## src/hw/rtl/quat_relative_orientation_macros.svh

```systemverilog
// ----------------------------------------------------------------------------
// quat_relative_orientation assertion macros
// shared concurrent assertion shorthands, clocked on clk, quiet in reset
// ----------------------------------------------------------------------------
`ifndef QUAT_RELATIVE_ORIENTATION_MACROS_SVH
`define QUAT_RELATIVE_ORIENTATION_MACROS_SVH

// same-cycle implication
`define QRO_ASSERT_NOW(lbl, ante, cons, msg) \
  lbl: assert property (@(posedge clk) disable iff (!rst_n) (ante) |-> (cons)) \
    else $error(msg);

// next-cycle implication
`define QRO_ASSERT_NEXT(lbl, ante, cons, msg) \
  lbl: assert property (@(posedge clk) disable iff (!rst_n) (ante) |=> (cons)) \
    else $error(msg);

`endif

```

## src/hw/rtl/qro_pkg.sv

```systemverilog
// ----------------------------------------------------------------------------
// qro_pkg
// shared types, codes and term tables of the relative orientation block
// ----------------------------------------------------------------------------
package qro_pkg;

  localparam int WORD_BITS_DEF = 16;
  localparam int CFG_IDX_BITS  = 2;

  // quaternion part positions
  localparam logic [1:0] QI_X = 2'd0;
  localparam logic [1:0] QI_Y = 2'd1;
  localparam logic [1:0] QI_Z = 2'd2;
  localparam logic [1:0] QI_W = 2'd3;

  // configuration register indexes
  localparam logic [CFG_IDX_BITS-1:0] CFG_OFFSET_X = 2'd0;
  localparam logic [CFG_IDX_BITS-1:0] CFG_OFFSET_Y = 2'd1;
  localparam logic [CFG_IDX_BITS-1:0] CFG_OFFSET_Z = 2'd2;
  localparam logic [CFG_IDX_BITS-1:0] CFG_OFFSET_W = 2'd3;

  // product codes, in the order they are run
  localparam logic [1:0] PROD_HEAD = 2'd0;  // head_ref * head
  localparam logic [1:0] PROD_BACK = 2'd1;  // back_ref * back, stored conjugated
  localparam logic [1:0] PROD_REL  = 2'd2;  // conj(back') * head'
  localparam logic [1:0] PROD_OUT  = 2'd3;  // offset * rel

  typedef struct packed {
    logic       issue;
    logic [1:0] prod;
    logic [1:0] part;
    logic [1:0] term;
    logic       load;
    logic       capture;
    logic       publish;
  } cmd_t;

  typedef struct packed {
    logic [1:0] a_idx;
    logic [1:0] b_idx;
    logic       neg;
  } term_sel_t;

  // hamilton product terms: the left operand walks w, x, y, z for every part
  localparam logic [1:0] A_SEL [4] = '{QI_W, QI_X, QI_Y, QI_Z};

  localparam logic [1:0] B_SEL [4][4] = '{
    '{QI_X, QI_W, QI_Z, QI_Y},
    '{QI_Y, QI_Z, QI_W, QI_X},
    '{QI_Z, QI_Y, QI_X, QI_W},
    '{QI_W, QI_X, QI_Y, QI_Z}
  };

  localparam logic NEG_SEL [4][4] = '{
    '{1'b0, 1'b0, 1'b0, 1'b1},
    '{1'b0, 1'b1, 1'b0, 1'b0},
    '{1'b0, 1'b0, 1'b1, 1'b0},
    '{1'b0, 1'b1, 1'b1, 1'b1}
  };

  function automatic term_sel_t term_sel(input logic [1:0] part, input logic [1:0] term);
    term_sel_t s;
    s.a_idx = A_SEL[term];
    s.b_idx = B_SEL[part][term];
    s.neg   = NEG_SEL[part][term];
    return s;
  endfunction

endpackage

```

## src/hw/rtl/qro_in_if.sv

```systemverilog
// ----------------------------------------------------------------------------
// qro_in_if
// input channel: function code plus back and head quaternions
// ----------------------------------------------------------------------------
interface qro_in_if #(
  parameter int WORD_BITS = qro_pkg::WORD_BITS_DEF
);
  logic                        valid;
  logic                        ready;
  logic                        func;
  logic signed [WORD_BITS-1:0] back_x;
  logic signed [WORD_BITS-1:0] back_y;
  logic signed [WORD_BITS-1:0] back_z;
  logic signed [WORD_BITS-1:0] back_w;
  logic signed [WORD_BITS-1:0] head_x;
  logic signed [WORD_BITS-1:0] head_y;
  logic signed [WORD_BITS-1:0] head_z;
  logic signed [WORD_BITS-1:0] head_w;

  modport source (
    output valid, func, back_x, back_y, back_z, back_w, head_x, head_y, head_z, head_w,
    input  ready
  );
  modport sink (
    input  valid, func, back_x, back_y, back_z, back_w, head_x, head_y, head_z, head_w,
    output ready
  );
endinterface

```

## src/hw/rtl/qro_out_if.sv

```systemverilog
// ----------------------------------------------------------------------------
// qro_out_if
// result channel: relative head orientation quaternion
// ----------------------------------------------------------------------------
interface qro_out_if #(
  parameter int WORD_BITS = qro_pkg::WORD_BITS_DEF
);
  logic                        valid;
  logic                        ready;
  logic signed [WORD_BITS-1:0] out_x;
  logic signed [WORD_BITS-1:0] out_y;
  logic signed [WORD_BITS-1:0] out_z;
  logic signed [WORD_BITS-1:0] out_w;

  modport source (output valid, out_x, out_y, out_z, out_w, input ready);
  modport sink (input valid, out_x, out_y, out_z, out_w, output ready);
endinterface

```

## src/hw/rtl/qro_ctrl.sv

```systemverilog
// ----------------------------------------------------------------------------
// qro_ctrl
// sequencer: walks 4 products x 4 parts x 4 terms through the datapath
// ----------------------------------------------------------------------------
`include "quat_relative_orientation_macros.svh"

module qro_ctrl (
  input  logic          clk,
  input  logic          rst_n,
  input  logic          in_valid,
  input  logic          in_func,
  output logic          in_ready,
  output logic          out_valid,
  input  logic          out_ready,
  output qro_pkg::cmd_t cmd_o
);

  typedef enum logic [1:0] {
    S_IDLE,
    S_ISSUE,
    S_DRAIN,
    S_PUBLISH
  } state_t;

  state_t     state_r, state_nxt;
  logic [5:0] cnt_r, cnt_nxt;  // {prod, part, term}
  logic       out_valid_r, out_valid_nxt;

  assign in_ready  = (state_r == S_IDLE);
  assign out_valid = out_valid_r;

  always_comb begin
    state_nxt     = state_r;
    cnt_nxt       = cnt_r;
    out_valid_nxt = out_valid_r && !out_ready;
    cmd_o         = '0;
    cmd_o.prod    = cnt_r[5:4];
    cmd_o.part    = cnt_r[3:2];
    cmd_o.term    = cnt_r[1:0];
    case (state_r)
      S_IDLE: begin
        cmd_o.load    = in_valid;
        cmd_o.capture = in_valid && in_func;
        if (in_valid && !in_func) begin
          state_nxt = S_ISSUE;
          cnt_nxt   = '0;
        end
      end
      S_ISSUE: begin
        cmd_o.issue = 1'b1;
        cnt_nxt     = cnt_r + 6'd1;
        // a drain state after each product so the last part is written back
        if (cnt_r[3:0] == 4'hF) begin
          state_nxt = S_DRAIN;
        end
      end
      S_DRAIN: begin
        if (cnt_r == '0) begin
          state_nxt = S_PUBLISH;
        end else begin
          state_nxt = S_ISSUE;
        end
      end
      S_PUBLISH: begin
        if (!out_valid_r || out_ready) begin
          cmd_o.publish = 1'b1;
          out_valid_nxt = 1'b1;
          state_nxt     = S_IDLE;
        end
      end
      default: begin
        state_nxt = S_IDLE;
      end
    endcase
  end

  always_ff @(posedge clk) begin
    if (!rst_n) begin
      state_r     <= S_IDLE;
      cnt_r       <= '0;
      out_valid_r <= 1'b0;
    end else begin
      state_r     <= state_nxt;
      cnt_r       <= cnt_nxt;
      out_valid_r <= out_valid_nxt;
    end
  end

  `QRO_ASSERT_NOW(a_ready_quiet, in_ready, !cmd_o.issue && !cmd_o.publish, "issue while idle")
  `QRO_ASSERT_NOW(a_publish_free, cmd_o.publish, !out_valid_r || out_ready, "result overwritten")
  `QRO_ASSERT_NEXT(a_publish_shows, cmd_o.publish, out_valid_r, "published word not shown")
  `QRO_ASSERT_NEXT(a_update_starts, in_valid && in_ready && !in_func, cmd_o.issue && cnt_r == '0, "update did not start")
  `QRO_ASSERT_NOW(a_drain_aligned, state_r == S_DRAIN, cnt_r[3:0] == 4'h0, "drain off product boundary")

endmodule

```

## src/hw/rtl/qro_datapath.sv

```systemverilog
// ----------------------------------------------------------------------------
// qro_datapath
// quaternion registers, one shared multiplier, accumulate, shift and saturate
// ----------------------------------------------------------------------------
module qro_datapath #(
  parameter int WORD_BITS = qro_pkg::WORD_BITS_DEF
) (
  input  logic                                  clk,
  input  logic                                  rst_n,
  input  qro_pkg::cmd_t                         cmd,
  input  logic                                  cfg_we,
  input  logic        [qro_pkg::CFG_IDX_BITS-1:0] cfg_idx,
  input  logic signed [WORD_BITS-1:0]           cfg_wdata,
  input  logic signed [WORD_BITS-1:0]           back_i [4],
  input  logic signed [WORD_BITS-1:0]           head_i [4],
  output logic signed [WORD_BITS-1:0]           res_o  [4]
);

  localparam int W    = WORD_BITS;
  localparam int PW   = 2 * W;
  localparam int AW   = PW + 2;
  localparam int FRAC = W - 2;

  localparam logic signed [W-1:0]  WMAX   = {1'b0, {(W-1){1'b1}}};
  localparam logic signed [W-1:0]  WMIN   = {1'b1, {(W-1){1'b0}}};
  localparam logic signed [W-1:0]  ONE    = {2'b01, {FRAC{1'b0}}};
  localparam logic signed [AW-1:0] SAT_HI = {{(AW-W+1){1'b0}}, {(W-1){1'b1}}};
  localparam logic signed [AW-1:0] SAT_LO = {{(AW-W+1){1'b1}}, {(W-1){1'b0}}};

  function automatic logic signed [W-1:0] neg_sat(input logic signed [W-1:0] v);
    return (v == WMIN) ? WMAX : -v;
  endfunction

  logic signed [W-1:0] head_r [4];
  logic signed [W-1:0] back_r [4];
  logic signed [W-1:0] href_r [4];
  logic signed [W-1:0] bref_r [4];
  logic signed [W-1:0] off_r  [4];
  logic signed [W-1:0] hp_r   [4];  // head', later reused for the final product
  logic signed [W-1:0] bc_r   [4];  // conj(back')
  logic signed [W-1:0] rel_r  [4];
  logic signed [W-1:0] res_r  [4];

  // operand select and multiply
  qro_pkg::term_sel_t  sel;
  logic signed [W-1:0] a_op;
  logic signed [W-1:0] b_op;
  logic signed [PW-1:0] mul;

  assign sel = qro_pkg::term_sel(cmd.part, cmd.term);

  always_comb begin
    case (cmd.prod)
      qro_pkg::PROD_HEAD: begin
        a_op = href_r[sel.a_idx];
        b_op = head_r[sel.b_idx];
      end
      qro_pkg::PROD_BACK: begin
        a_op = bref_r[sel.a_idx];
        b_op = back_r[sel.b_idx];
      end
      qro_pkg::PROD_REL: begin
        a_op = bc_r[sel.a_idx];
        b_op = hp_r[sel.b_idx];
      end
      default: begin
        a_op = off_r[sel.a_idx];
        b_op = rel_r[sel.b_idx];
      end
    endcase
  end

  assign mul = a_op * b_op;

  // product stage
  logic signed [PW-1:0] mul_r;
  logic                 p_vld_r;
  logic                 p_neg_r;
  logic                 p_first_r;
  logic                 p_last_r;
  logic [1:0]           p_prod_r;
  logic [1:0]           p_part_r;

  always_ff @(posedge clk) begin
    if (!rst_n) begin
      p_vld_r <= 1'b0;
    end else begin
      p_vld_r <= cmd.issue;
    end
  end

  always_ff @(posedge clk) begin
    mul_r     <= mul;
    p_neg_r   <= sel.neg;
    p_first_r <= (cmd.term == 2'd0);
    p_last_r  <= (cmd.term == 2'd3);
    p_prod_r  <= cmd.prod;
    p_part_r  <= cmd.part;
  end

  // accumulate stage, floor shift and saturate on the fourth term
  logic signed [AW-1:0] acc_r;
  logic signed [AW-1:0] term_ext;
  logic signed [AW-1:0] addend;
  logic signed [AW-1:0] sum;
  logic signed [AW-1:0] sh;
  logic signed [W-1:0]  word;

  always_comb begin
    term_ext = AW'(mul_r);
    addend   = p_neg_r ? -term_ext : term_ext;
    sum      = (p_first_r ? '0 : acc_r) + addend;
    sh       = sum >>> FRAC;
    if (sh > SAT_HI) begin
      word = WMAX;
    end else if (sh < SAT_LO) begin
      word = WMIN;
    end else begin
      word = sh[W-1:0];
    end
  end

  always_ff @(posedge clk) begin
    if (p_vld_r) begin
      acc_r <= sum;
    end
    if (p_vld_r && p_last_r) begin
      case (p_prod_r)
        qro_pkg::PROD_HEAD: hp_r[p_part_r] <= word;
        qro_pkg::PROD_BACK: begin
          bc_r[p_part_r] <= (p_part_r == qro_pkg::QI_W) ? word : neg_sat(word);
        end
        qro_pkg::PROD_REL:  rel_r[p_part_r] <= word;
        default:            hp_r[p_part_r] <= word;
      endcase
    end
  end

  // input words and result register
  always_ff @(posedge clk) begin
    if (cmd.load) begin
      for (int i = 0; i < 4; i++) begin
        head_r[i] <= head_i[i];
        back_r[i] <= back_i[i];
      end
    end
    if (cmd.publish) begin
      for (int i = 0; i < 4; i++) begin
        res_r[i] <= hp_r[i];
      end
    end
  end

  assign res_o = res_r;

  // references: conjugates of the captured quaternions
  always_ff @(posedge clk) begin
    if (!rst_n) begin
      for (int i = 0; i < 3; i++) begin
        href_r[i] <= '0;
        bref_r[i] <= '0;
      end
      href_r[3] <= ONE;
      bref_r[3] <= ONE;
    end else if (cmd.capture) begin
      for (int i = 0; i < 3; i++) begin
        href_r[i] <= neg_sat(head_i[i]);
        bref_r[i] <= neg_sat(back_i[i]);
      end
      href_r[3] <= head_i[3];
      bref_r[3] <= back_i[3];
    end
  end

  // offset quaternion
  always_ff @(posedge clk) begin
    if (!rst_n) begin
      off_r[0] <= '0;
      off_r[1] <= '0;
      off_r[2] <= '0;
      off_r[3] <= ONE;
    end else if (cfg_we) begin
      case (cfg_idx)
        qro_pkg::CFG_OFFSET_X: off_r[0] <= cfg_wdata;
        qro_pkg::CFG_OFFSET_Y: off_r[1] <= cfg_wdata;
        qro_pkg::CFG_OFFSET_Z: off_r[2] <= cfg_wdata;
        qro_pkg::CFG_OFFSET_W: off_r[3] <= cfg_wdata;
        default: ;
      endcase
    end
  end

endmodule

```

## src/hw/rtl/quat_relative_orientation.sv

```systemverilog
// update word: the input stays busy from accept until the result is published
// the single shared multiplier runs 64 products, 16 per quaternion product,
// with a drain state after each product; a capture word gives no result
// the result register holds while the next word is accepted and computed
// reset (synchronous, rst_n low): references and offset return to identity
// ----------------------------------------------------------------------------
// quat_relative_orientation
// head orientation relative to back, from tracker quaternions in Q2.14
// ----------------------------------------------------------------------------
module quat_relative_orientation #(
  parameter int WORD_BITS = qro_pkg::WORD_BITS_DEF
) (
  input  logic                                  clk,
  input  logic                                  rst_n,
  qro_in_if.sink                                in_ch,
  qro_out_if.source                             out_ch,
  input  logic                                  cfg_we,
  input  logic        [qro_pkg::CFG_IDX_BITS-1:0] cfg_idx,
  input  logic signed [WORD_BITS-1:0]           cfg_wdata
);

  qro_pkg::cmd_t               cmd;
  logic signed [WORD_BITS-1:0] back_w [4];
  logic signed [WORD_BITS-1:0] head_w [4];
  logic signed [WORD_BITS-1:0] res_w  [4];

  assign back_w[0] = in_ch.back_x;
  assign back_w[1] = in_ch.back_y;
  assign back_w[2] = in_ch.back_z;
  assign back_w[3] = in_ch.back_w;
  assign head_w[0] = in_ch.head_x;
  assign head_w[1] = in_ch.head_y;
  assign head_w[2] = in_ch.head_z;
  assign head_w[3] = in_ch.head_w;

  qro_ctrl u_ctrl (
    .clk       (clk),
    .rst_n     (rst_n),
    .in_valid  (in_ch.valid),
    .in_func   (in_ch.func),
    .in_ready  (in_ch.ready),
    .out_valid (out_ch.valid),
    .out_ready (out_ch.ready),
    .cmd_o     (cmd)
  );

  qro_datapath #(
    .WORD_BITS (WORD_BITS)
  ) u_datapath (
    .clk       (clk),
    .rst_n     (rst_n),
    .cmd       (cmd),
    .cfg_we    (cfg_we),
    .cfg_idx   (cfg_idx),
    .cfg_wdata (cfg_wdata),
    .back_i    (back_w),
    .head_i    (head_w),
    .res_o     (res_w)
  );

  assign out_ch.out_x = res_w[0];
  assign out_ch.out_y = res_w[1];
  assign out_ch.out_z = res_w[2];
  assign out_ch.out_w = res_w[3];

endmodule

```

## src/flat_wrapper.sv

```systemverilog
// flat-port wrapper written by rule: the top's interface ports become plain ports
module quat_relative_orientation_flat 
#(
  parameter int WORD_BITS = qro_pkg::WORD_BITS_DEF
)
  (clk, rst_n, cfg_we, cfg_idx, cfg_wdata, in_ch_valid, in_ch_func, in_ch_back_x, in_ch_back_y, in_ch_back_z, in_ch_back_w, in_ch_head_x, in_ch_head_y, in_ch_head_z, in_ch_head_w, in_ch_ready, out_ch_valid, out_ch_out_x, out_ch_out_y, out_ch_out_z, out_ch_out_w, out_ch_ready);
  qro_in_if #(.WORD_BITS(WORD_BITS)) in_ch_i ();
  qro_out_if #(.WORD_BITS(WORD_BITS)) out_ch_i ();
  input  logic clk;
  input  logic rst_n;
  input  logic cfg_we;
  input  logic        [qro_pkg::CFG_IDX_BITS-1:0] cfg_idx;
  input  logic signed [WORD_BITS-1:0] cfg_wdata;
  input wire logic [$bits(in_ch_i.valid)-1:0] in_ch_valid;
  input wire logic [$bits(in_ch_i.func)-1:0] in_ch_func;
  input wire logic [$bits(in_ch_i.back_x)-1:0] in_ch_back_x;
  input wire logic [$bits(in_ch_i.back_y)-1:0] in_ch_back_y;
  input wire logic [$bits(in_ch_i.back_z)-1:0] in_ch_back_z;
  input wire logic [$bits(in_ch_i.back_w)-1:0] in_ch_back_w;
  input wire logic [$bits(in_ch_i.head_x)-1:0] in_ch_head_x;
  input wire logic [$bits(in_ch_i.head_y)-1:0] in_ch_head_y;
  input wire logic [$bits(in_ch_i.head_z)-1:0] in_ch_head_z;
  input wire logic [$bits(in_ch_i.head_w)-1:0] in_ch_head_w;
  output wire logic [$bits(in_ch_i.ready)-1:0] in_ch_ready;
  output wire logic [$bits(out_ch_i.valid)-1:0] out_ch_valid;
  output wire logic [$bits(out_ch_i.out_x)-1:0] out_ch_out_x;
  output wire logic [$bits(out_ch_i.out_y)-1:0] out_ch_out_y;
  output wire logic [$bits(out_ch_i.out_z)-1:0] out_ch_out_z;
  output wire logic [$bits(out_ch_i.out_w)-1:0] out_ch_out_w;
  input wire logic [$bits(out_ch_i.ready)-1:0] out_ch_ready;
  assign in_ch_i.valid = in_ch_valid;
  assign in_ch_i.func = in_ch_func;
  assign in_ch_i.back_x = in_ch_back_x;
  assign in_ch_i.back_y = in_ch_back_y;
  assign in_ch_i.back_z = in_ch_back_z;
  assign in_ch_i.back_w = in_ch_back_w;
  assign in_ch_i.head_x = in_ch_head_x;
  assign in_ch_i.head_y = in_ch_head_y;
  assign in_ch_i.head_z = in_ch_head_z;
  assign in_ch_i.head_w = in_ch_head_w;
  assign in_ch_ready = in_ch_i.ready;
  assign out_ch_valid = out_ch_i.valid;
  assign out_ch_out_x = out_ch_i.out_x;
  assign out_ch_out_y = out_ch_i.out_y;
  assign out_ch_out_z = out_ch_i.out_z;
  assign out_ch_out_w = out_ch_i.out_w;
  assign out_ch_i.ready = out_ch_ready;
  quat_relative_orientation #(.WORD_BITS(WORD_BITS)) u_core (.clk(clk), .rst_n(rst_n), .in_ch(in_ch_i), .out_ch(out_ch_i), .cfg_we(cfg_we), .cfg_idx(cfg_idx), .cfg_wdata(cfg_wdata));
endmodule
```

## config.mk

```make
export PLATFORM = sky130hd
export DESIGN_NAME = quat_relative_orientation_flat
export DESIGN_NICKNAME = d
export VERILOG_FILES = /design/src/hw/rtl/qro_pkg.sv /design/src/hw/rtl/qro_in_if.sv /design/src/hw/rtl/qro_out_if.sv /design/src/hw/rtl/qro_ctrl.sv /design/src/hw/rtl/qro_datapath.sv /design/src/hw/rtl/quat_relative_orientation.sv /design/src/flat_wrapper.sv
export VERILOG_INCLUDE_DIRS = /design/src /design/src/hw/rtl
export SDC_FILE = /design/constraint.sdc
export NUM_CORES = 2
export LEC_CHECK = 0
export BUFFER_PORTS_ARGS = -buffer_cell sky130_fd_sc_hd__buf_2
export CORE_MARGIN = 8
export CORE_UTILIZATION = 50
export DETAILED_ROUTE_END_ITERATION = 6
export PLACE_DENSITY = 0.82
export RECOVER_POWER = 25
export SLEW_MARGIN = 20
export SYNTH_ARGS = -nofsm -noshare
export SYNTH_HDL_FRONTEND = slang
export SYNTH_SLANG_ARGS = --single-unit
```

## constraint.sdc

```tcl
create_clock -name clk -period 9.3 [get_ports clk]
set_input_delay 0.93 -clock clk [delete_from_list [all_inputs] [get_ports clk]]
set_output_delay 0.93 -clock clk [all_outputs]
set_load 0.05 [all_outputs]
```

* After elaboration in Yosys (flattened, before gate mapping)
Memories as Yosys holds them, arrays and structs flattened. A register that Yosys moved wholly into a read port is not among the register bits.
Index checks and enable logic that the tools add are counted.
W data, S select, Z words.
** Cells by class
- $add $sub $neg :: 10
- $mul :: 1
- $lt $le $gt $ge :: 4
- Equal/unequal tests :: 23
- Multiplexer cells :: 89
- Bitwise logic cells :: 15
- Reductions and logical operators :: 18
** Operators by type and width (count)
- $mux W16 :: 23
- $eq A16 B16 Y1 const B :: 7
- $neg A16 Y16 :: 7
- $pmux W16 S3 :: 2
- $mux W34 :: 2
- $mux W1 :: 41
- $add A34 B34 Y34 :: 1
- $neg A32 Y34 :: 1
- $mul A16 B16 Y32 :: 1
- $gt A20 B16 Y1 const B :: 1
- $lt A20 B16 Y1 const B :: 1
- $mux W2 :: 9
- $bmux W8 S2 :: 1
- $eq A2 B2 Y1 const B :: 8
- $mux W8 :: 2
- $or A1 B1 Y1 :: 13
- $pmux W6 S2 :: 1
- $logic_not A2 Y1 :: 5
- $bmux W2 S2 :: 2
- $bmux W4 S2 :: 1
- $eq A2 B1 Y1 const B :: 4
- $mux W4 :: 2
- $pmux W2 S4 :: 1
- $add A6 B1 Y6 const B :: 1
- 15 further kinds :: 23
** Storage, ports and cells
- Flip-flop bits (word level) :: 83
- Memory bits (writable) :: 512
- Input bits :: 152
- Output and inout bits :: 66
- Word-level logic and storage cells :: 179
- Memories :: 8
** Memories
- u_core.u_datapath.back_r :: words 4, bits a word 16, rd ports 1, clocked after memory_dff 0, wr ports 4, RTL line qro_datapath.sv:35 : logic signed [W-1:0] back_r [4];
- u_core.u_datapath.bc_r :: words 4, bits a word 16, rd ports 1, clocked after memory_dff 0, wr ports 1, RTL line qro_datapath.sv:40 : logic signed [W-1:0] bc_r [4];
- u_core.u_datapath.bref_r :: words 4, bits a word 16, rd ports 1, clocked after memory_dff 0, wr ports 4, RTL line qro_datapath.sv:37 : logic signed [W-1:0] bref_r [4];
- u_core.u_datapath.head_r :: words 4, bits a word 16, rd ports 1, clocked after memory_dff 0, wr ports 4, RTL line qro_datapath.sv:34 : logic signed [W-1:0] head_r [4];
- u_core.u_datapath.hp_r :: words 4, bits a word 16, rd ports 5, clocked after memory_dff 4, wr ports 1, RTL line qro_datapath.sv:39 : logic signed [W-1:0] hp_r [4];
- u_core.u_datapath.href_r :: words 4, bits a word 16, rd ports 1, clocked after memory_dff 0, wr ports 4, RTL line qro_datapath.sv:36 : logic signed [W-1:0] href_r [4];
- +2 memories

* Longest topological paths before layout
An unclocked memory read counts as a cell.
- Word-level depth :: 10
- Mapped depth :: 35
- Gate-level depth less buffers :: 31

* Modules after synthesis
From an unflattened synthesis, not the netlist that was laid out.
** Second synthesis, totals
- Cells, all modules :: 3105
- Area total of the unflattened synthesis :: 40136.0 um2
** By module, submodules not included
- qro_datapath :: instances 1, cells an instance 3047, area an instance 39664.3 um2, seq. area each 19118.3 um2
- qro_ctrl :: instances 1, cells an instance 58, area an instance 471.7 um2, seq. area each 180.2 um2

* Least setup slack after synthesis
Ideal clock, no wire load.
- Path kind :: register to register
- From :: register u_core.u_ctrl.cnt_r[2]
- To :: register u_core.u_datapath.mul_r[31]
- Setup time :: 0.125 ns
- Arrival :: 9.364 ns
- Required time :: 9.175 ns
- Path slack :: -0.189 ns
- Cell stages (with the launch flop) :: 36
- Buffers on the path :: 4
- Clock period less this slack :: 9.489 ns
- Cells stage by stage :: dfxtp_1 > inv_1 > ha_1 > or3_1 > o21ai_0 > buf_1 > buf_1 > buf_1 > mux4_2 > mux4_2 > clkbuf_1 > nand2_1 > fa_1 > inv_1 > fa_1 > inv_1 > fa_1 > inv_1 > fa_1 > fa_1 > inv_1 > fa_1 > inv_1 > ha_1 > a21o_1 > a21o_1 > a21o_1 > a21oi_1 > nor2b_1 > or3_1 > a31o_2 > nand4_1 > a31oi_1 > a21o_1 > a211oi_1 > xnor2_1
** Between the ends
- Longest elaborated chain between the ends :: 10
- Elaborated cells on any way between the ends :: 13
- Those cells by class :: 1 x mul; 7 x mux; 1 x bitwise; 4 x memory
** Ends and longest elaborated chain
- start: declaration :: RTL line qro_ctrl.sv:26 : logic [5:0] cnt_r, cnt_nxt;
- start signal: assignment :: RTL line qro_ctrl.sv:84 : cnt_r <= cnt_nxt;
- $not A2 Y3 (implied by the code) (*) :: RTL line qro_pkg.sv:64 : s.b_idx = B_SEL[part][term];
- $bmux W8 S2 (*) :: RTL line qro_pkg.sv:64
- $mux W8 (implied by the code) (*) (2 in series) :: RTL line qro_pkg.sv:64
- $bmux W2 S2 (*) :: RTL line qro_pkg.sv:64
- $mux W2 (implied by the code) (*) (2 in series) :: RTL line qro_pkg.sv:64
- $mem_v2 Z4 W16 (on tied branches)
- $pmux W16 S3 (*) :: RTL line qro_datapath.sv:53 : case (cmd.prod)
- $mul A16 B16 Y32 (*) :: RTL line qro_datapath.sv:73 : assign mul = a_op * b_op;
- named net u_core.u_datapath.mul[31] :: RTL line qro_datapath.sv:48 : logic signed [PW-1:0] mul;
- end signal: assignment :: RTL line qro_datapath.sv:93 : mul_r <= mul;
- end: declaration :: RTL line qro_datapath.sv:76 : logic signed [PW-1:0] mul_r;
Mark *: on every way through the listed nets, which the timed path passes. The rest lies on a longest branch. The select of a mux whose other input is x is not followed.
A chain may end at the register's enable or synchronous reset.

* Worst setup path after layout
- From :: register u_core.u_ctrl.cnt_r[3]
- To :: register u_core.u_datapath.mul_r[31]
Same word-level chain as after synthesis.

==> flow_summary_export.csv <==
group,metric,value,unit
floorplan,die_x,299,um
detailed_routing,viasPerCell,6.04,
logic_synthesis,syn_area,0.0400,mm^2
timing,setup_ws,278,ps
floorplan,die-area,0.0893,mm^2
logic_synthesis,synthFlopType,"edfxtp_1",
critical_path,cp-endpoint,"u_core.u_datapath.mul_r[31]",
logic_synthesis,yosysWarnings,0,
critical_path,r2r-start,"u_core.u_ctrl.cnt_r[3]",
logic_synthesis,synth-seq-cells,659,
critical_path,arrival,9520,ps
critical_path,cp-end-kind,"flop",
logic_synthesis,synth_cell_types,75,
critical_path,critPathRequiredTime,9800,ps
detailed_routing,wl_per_cell,25.2,um
detailed_routing,ant_nets,0,
logic_synthesis,avgSynthCellArea,12.9,um^2
timing,skew,34.1,ps
timing,report.final.slew_viol_count,38,
global_routing,use_met3,5.63,%
floorplan,core,0.0791,mm^2
detailed_routing,drt_iter0_markers,3097,
timing,slew_headroom,-61.3,%
worst_hold_path,hold_class,"reg -> reg",
timing,fin_crit_sh,97.0,%
global_routing,grt_max_degree,97,
critical_path,worstSetupPathType,"reg -> reg",
global_routing,grt_antenna_before_repair,8,
logic_synthesis,ys_async_sr_fraction,0,%
run,drv_cap,1,
clocking,cts_buffer_depth,3,
clocking,cts_htree_levels,3,
layout,fillCellCount,6112,
global_routing,grt_overflow,0,
logic_synthesis,yosysSeqAreaShare,48.2,%
clocking,cts_tree,"done",
global_routing,busiest_layer,"met2",
placement,dp_hpwl,82400,um
clocking,clkLatencyLatePin,630,ps
logic_synthesis,syn_nets,3641,
timing,tightest_slew,2420,ps
detailed_routing,drt-pass1-iter-count,6,
critical_path,r2r_end,"u_core.u_datapath.mul_r[31]",
clocking,clk_pin_slew,60,ps
critical_path,cp_common_cell,"fa_1",
critical_path,worst_r2r_path_depth,31,
floorplan,initial_core_util,50.6,%
clocking,cts.sinks,659,
critical_path,slowest_delay,630,ps
run_status,status,"complete, but fails checks",
detailed_routing,wirelength,112000,um
logic_synthesis,yosysTopAreaCellShare,45.8,%
floorplan,io_pins,218,
global_routing,grt_pass1_wl,168000,um
placement,portBuffers,217,
run_status,violations,"max-capacitance violations, max-slew violations",
logic_synthesis,synthTopCellsByArea,"edfxtp_1 (46%), fa_1 (13%), mux4_2 (9.0%), ha_1 (4.0%), and2_1 (3.9%)",
placement,post-place-ws,110,ps
timing,setup_viol,0,
layout,fin_nets,3901,
critical_path,startpoint,"u_core.u_ctrl.cnt_r[3]",
floorplan,fp-row-count,103,
critical_path,critPathSlowestCell,"mux4_2",
detailed_routing,vias,26900,
logic_synthesis,synth-edff-count,610,
critical_path,r2r_slack,280,ps
clocking,root_buffer,"clkbuf_16",
layout,layout-drive-gt1-share,14.4,%
timing,timing.hold.ws,433,ps
logic_synthesis,synth_cells,3097,
detailed_routing,post-route-drc-count,0,
global_routing,grt_pass1_vias,27300,
critical_path,critPathLaunchType,"flop",
timing,fin_crit,9020,ps
timing,timing_hold_violations_final,0,
layout,syn_to_final_growth,12.2,%
timing,tns,0,ps
clocking,cts_hold_buf,0,
placement,gp_congestion,0.955,
clocking,cts_made_buffers,66,
global_routing,grtUsageTotal,24.4,%
global_routing,gr-usage-met1,30.9,%
logic_synthesis,synth_top_area_cell,"edfxtp_1",
timing,fmax,0.111,GHz
floorplan,die_y,299,um
global_routing,met2_usage,39.0,%
critical_path,path_max_fanout,12,
==> how the worst min path moves through the flow <==
| stage | depth (start not counted) | startpoint | slack, ps | endpoint |
|---|---|---|---|---|
| floorplan | 0 | u_core.u_ctrl.cnt_r[4] | 330 | u_core.u_datapath.p_prod_r[0] |
| global placement | 0 | u_core.u_datapath.hp_r[0][1] | 430 | out_ch_out_x[1] |
| detailed placement | 0 | u_core.u_datapath.hp_r[0][1] | 430 | out_ch_out_x[1] |
| CTS | 0 | u_core.u_datapath.hp_r[1][14] | 460 | out_ch_out_y[14] |
| global route | 0 | u_core.u_ctrl.cnt_r[2] | 450 | u_core.u_datapath.p_part_r[0] |
| finish | 0 | u_core.u_ctrl.cnt_r[2] | 430 | u_core.u_datapath.p_part_r[0] |
==> metrics by stage <==
step           instance area, um^2  util, %  instances
2_1_floorplan                40000        -       3097
3_3_place_gp                 42600     53.8       4305
3_5_place_dp                 42600     53.8       4305
4_1_cts                      44700     56.5       4423
5_1_grt                      44900     56.7       4458
6_report                     44900     56.7       4460
==> registers in the layout (all words and copies together) (netlist names), 32 cells and up <==
name                      cells
u_core.u_datapath.mul_r      32
u_core.u_datapath.acc_r      34
u_core.u_datapath.off_r      64
u_core.u_datapath.href_r     64
u_core.u_datapath.head_r     64
u_core.u_datapath.bref_r     64
u_core.u_datapath.back_r     64
u_core.u_datapath.hp_r       64
u_core.u_datapath.bc_r       64
u_core.u_datapath.rel_r      64
==> kinds of logic after synthesis <==
kind of cell               count (synthesis)  synth area share [%]
muxes                                    167                  9.19
adders and majority gates                392                  17.2
buffers and inverters                    482                  4.53
AOI/OAI and AO/OA                        399                  6.20
and+or+nand+nor                          842                  11.2
DFF                                      659                  48.2
xor gates and xnor gates                 156                  3.43
==> synthesized netlist by cell type, drive strengths merged (58+ instances only) <==
cell,count
edfxtp,610
inv,363
ha,129
fa,263
xor2,62
mux4,160
xnor2,94
clkbuf,104
a21oi,157
nor3,58
o21ai,78
nand2,194
and2,252
nor2,114
==> placed cells by master (no fill, tap or decap), types with 54 or more instances in the layout <==
master / count
edfxtp_1: 610
inv_1: 362
fa_1: 263
and2_1: 250
nand2_1: 192
mux4_2: 160
a21oi_1: 157
clkbuf_1: 132
ha_1: 128
nor2_1: 105
buf_2: 93
xnor2_1: 92
buf_4: 82
o21ai_0: 71
clkbuf_16: 68
xor2_1: 62
nor3_1: 54
==> per-layer routing <==
| layer | vias up | share of wire, % |
|---|---|---|
| met1 | 13300 | 36 |
| li1 | 11500 | - |
| met5 | - | 0.024 |
| met3 | 345 | 11 |
| met2 | 1793 | 47 |
| met4 | 4 | 6.5 |
==> cell type report <==
type / instances / area, um^2 / area share (%)
timing repair buffer: 311 / 1760 / 3.92
sequential: 659 / 19300 / 43.0
antenna: 3 / 7.51 / 0.0167
tap: 1050 / 1310 / 2.93
multi-input combinational: 1956 / 19000 / 42.3
clock buffer: 75 / 1710 / 3.80
inverter: 363 / 1360 / 3.03
clock inverter: 43 / 442 / 0.984
==> repair_timing <==
action	in CTS	in global routing
endpoints found under the setup margin	0	6
setup buffers	0	33
gates resized for setup	0	9
==> worst max-delay path: cells and delay by family (launching register included) <==
kind | cells | cell delay (ps)
xor gates and xnor gates | 1 | 100
and+or+nand+nor | 5 | 1100
muxes | 2 | 1210
DFF | 1 | 470
adders and majority gates | 8 | 3680
AOI/OAI and AO/OA | 8 | 1540
buffers and inverters | 7 | 770
Power is left out: the tool's default activity adds up to more than one toggle a clock period on the data nets, which glitch-free logic cannot reach.
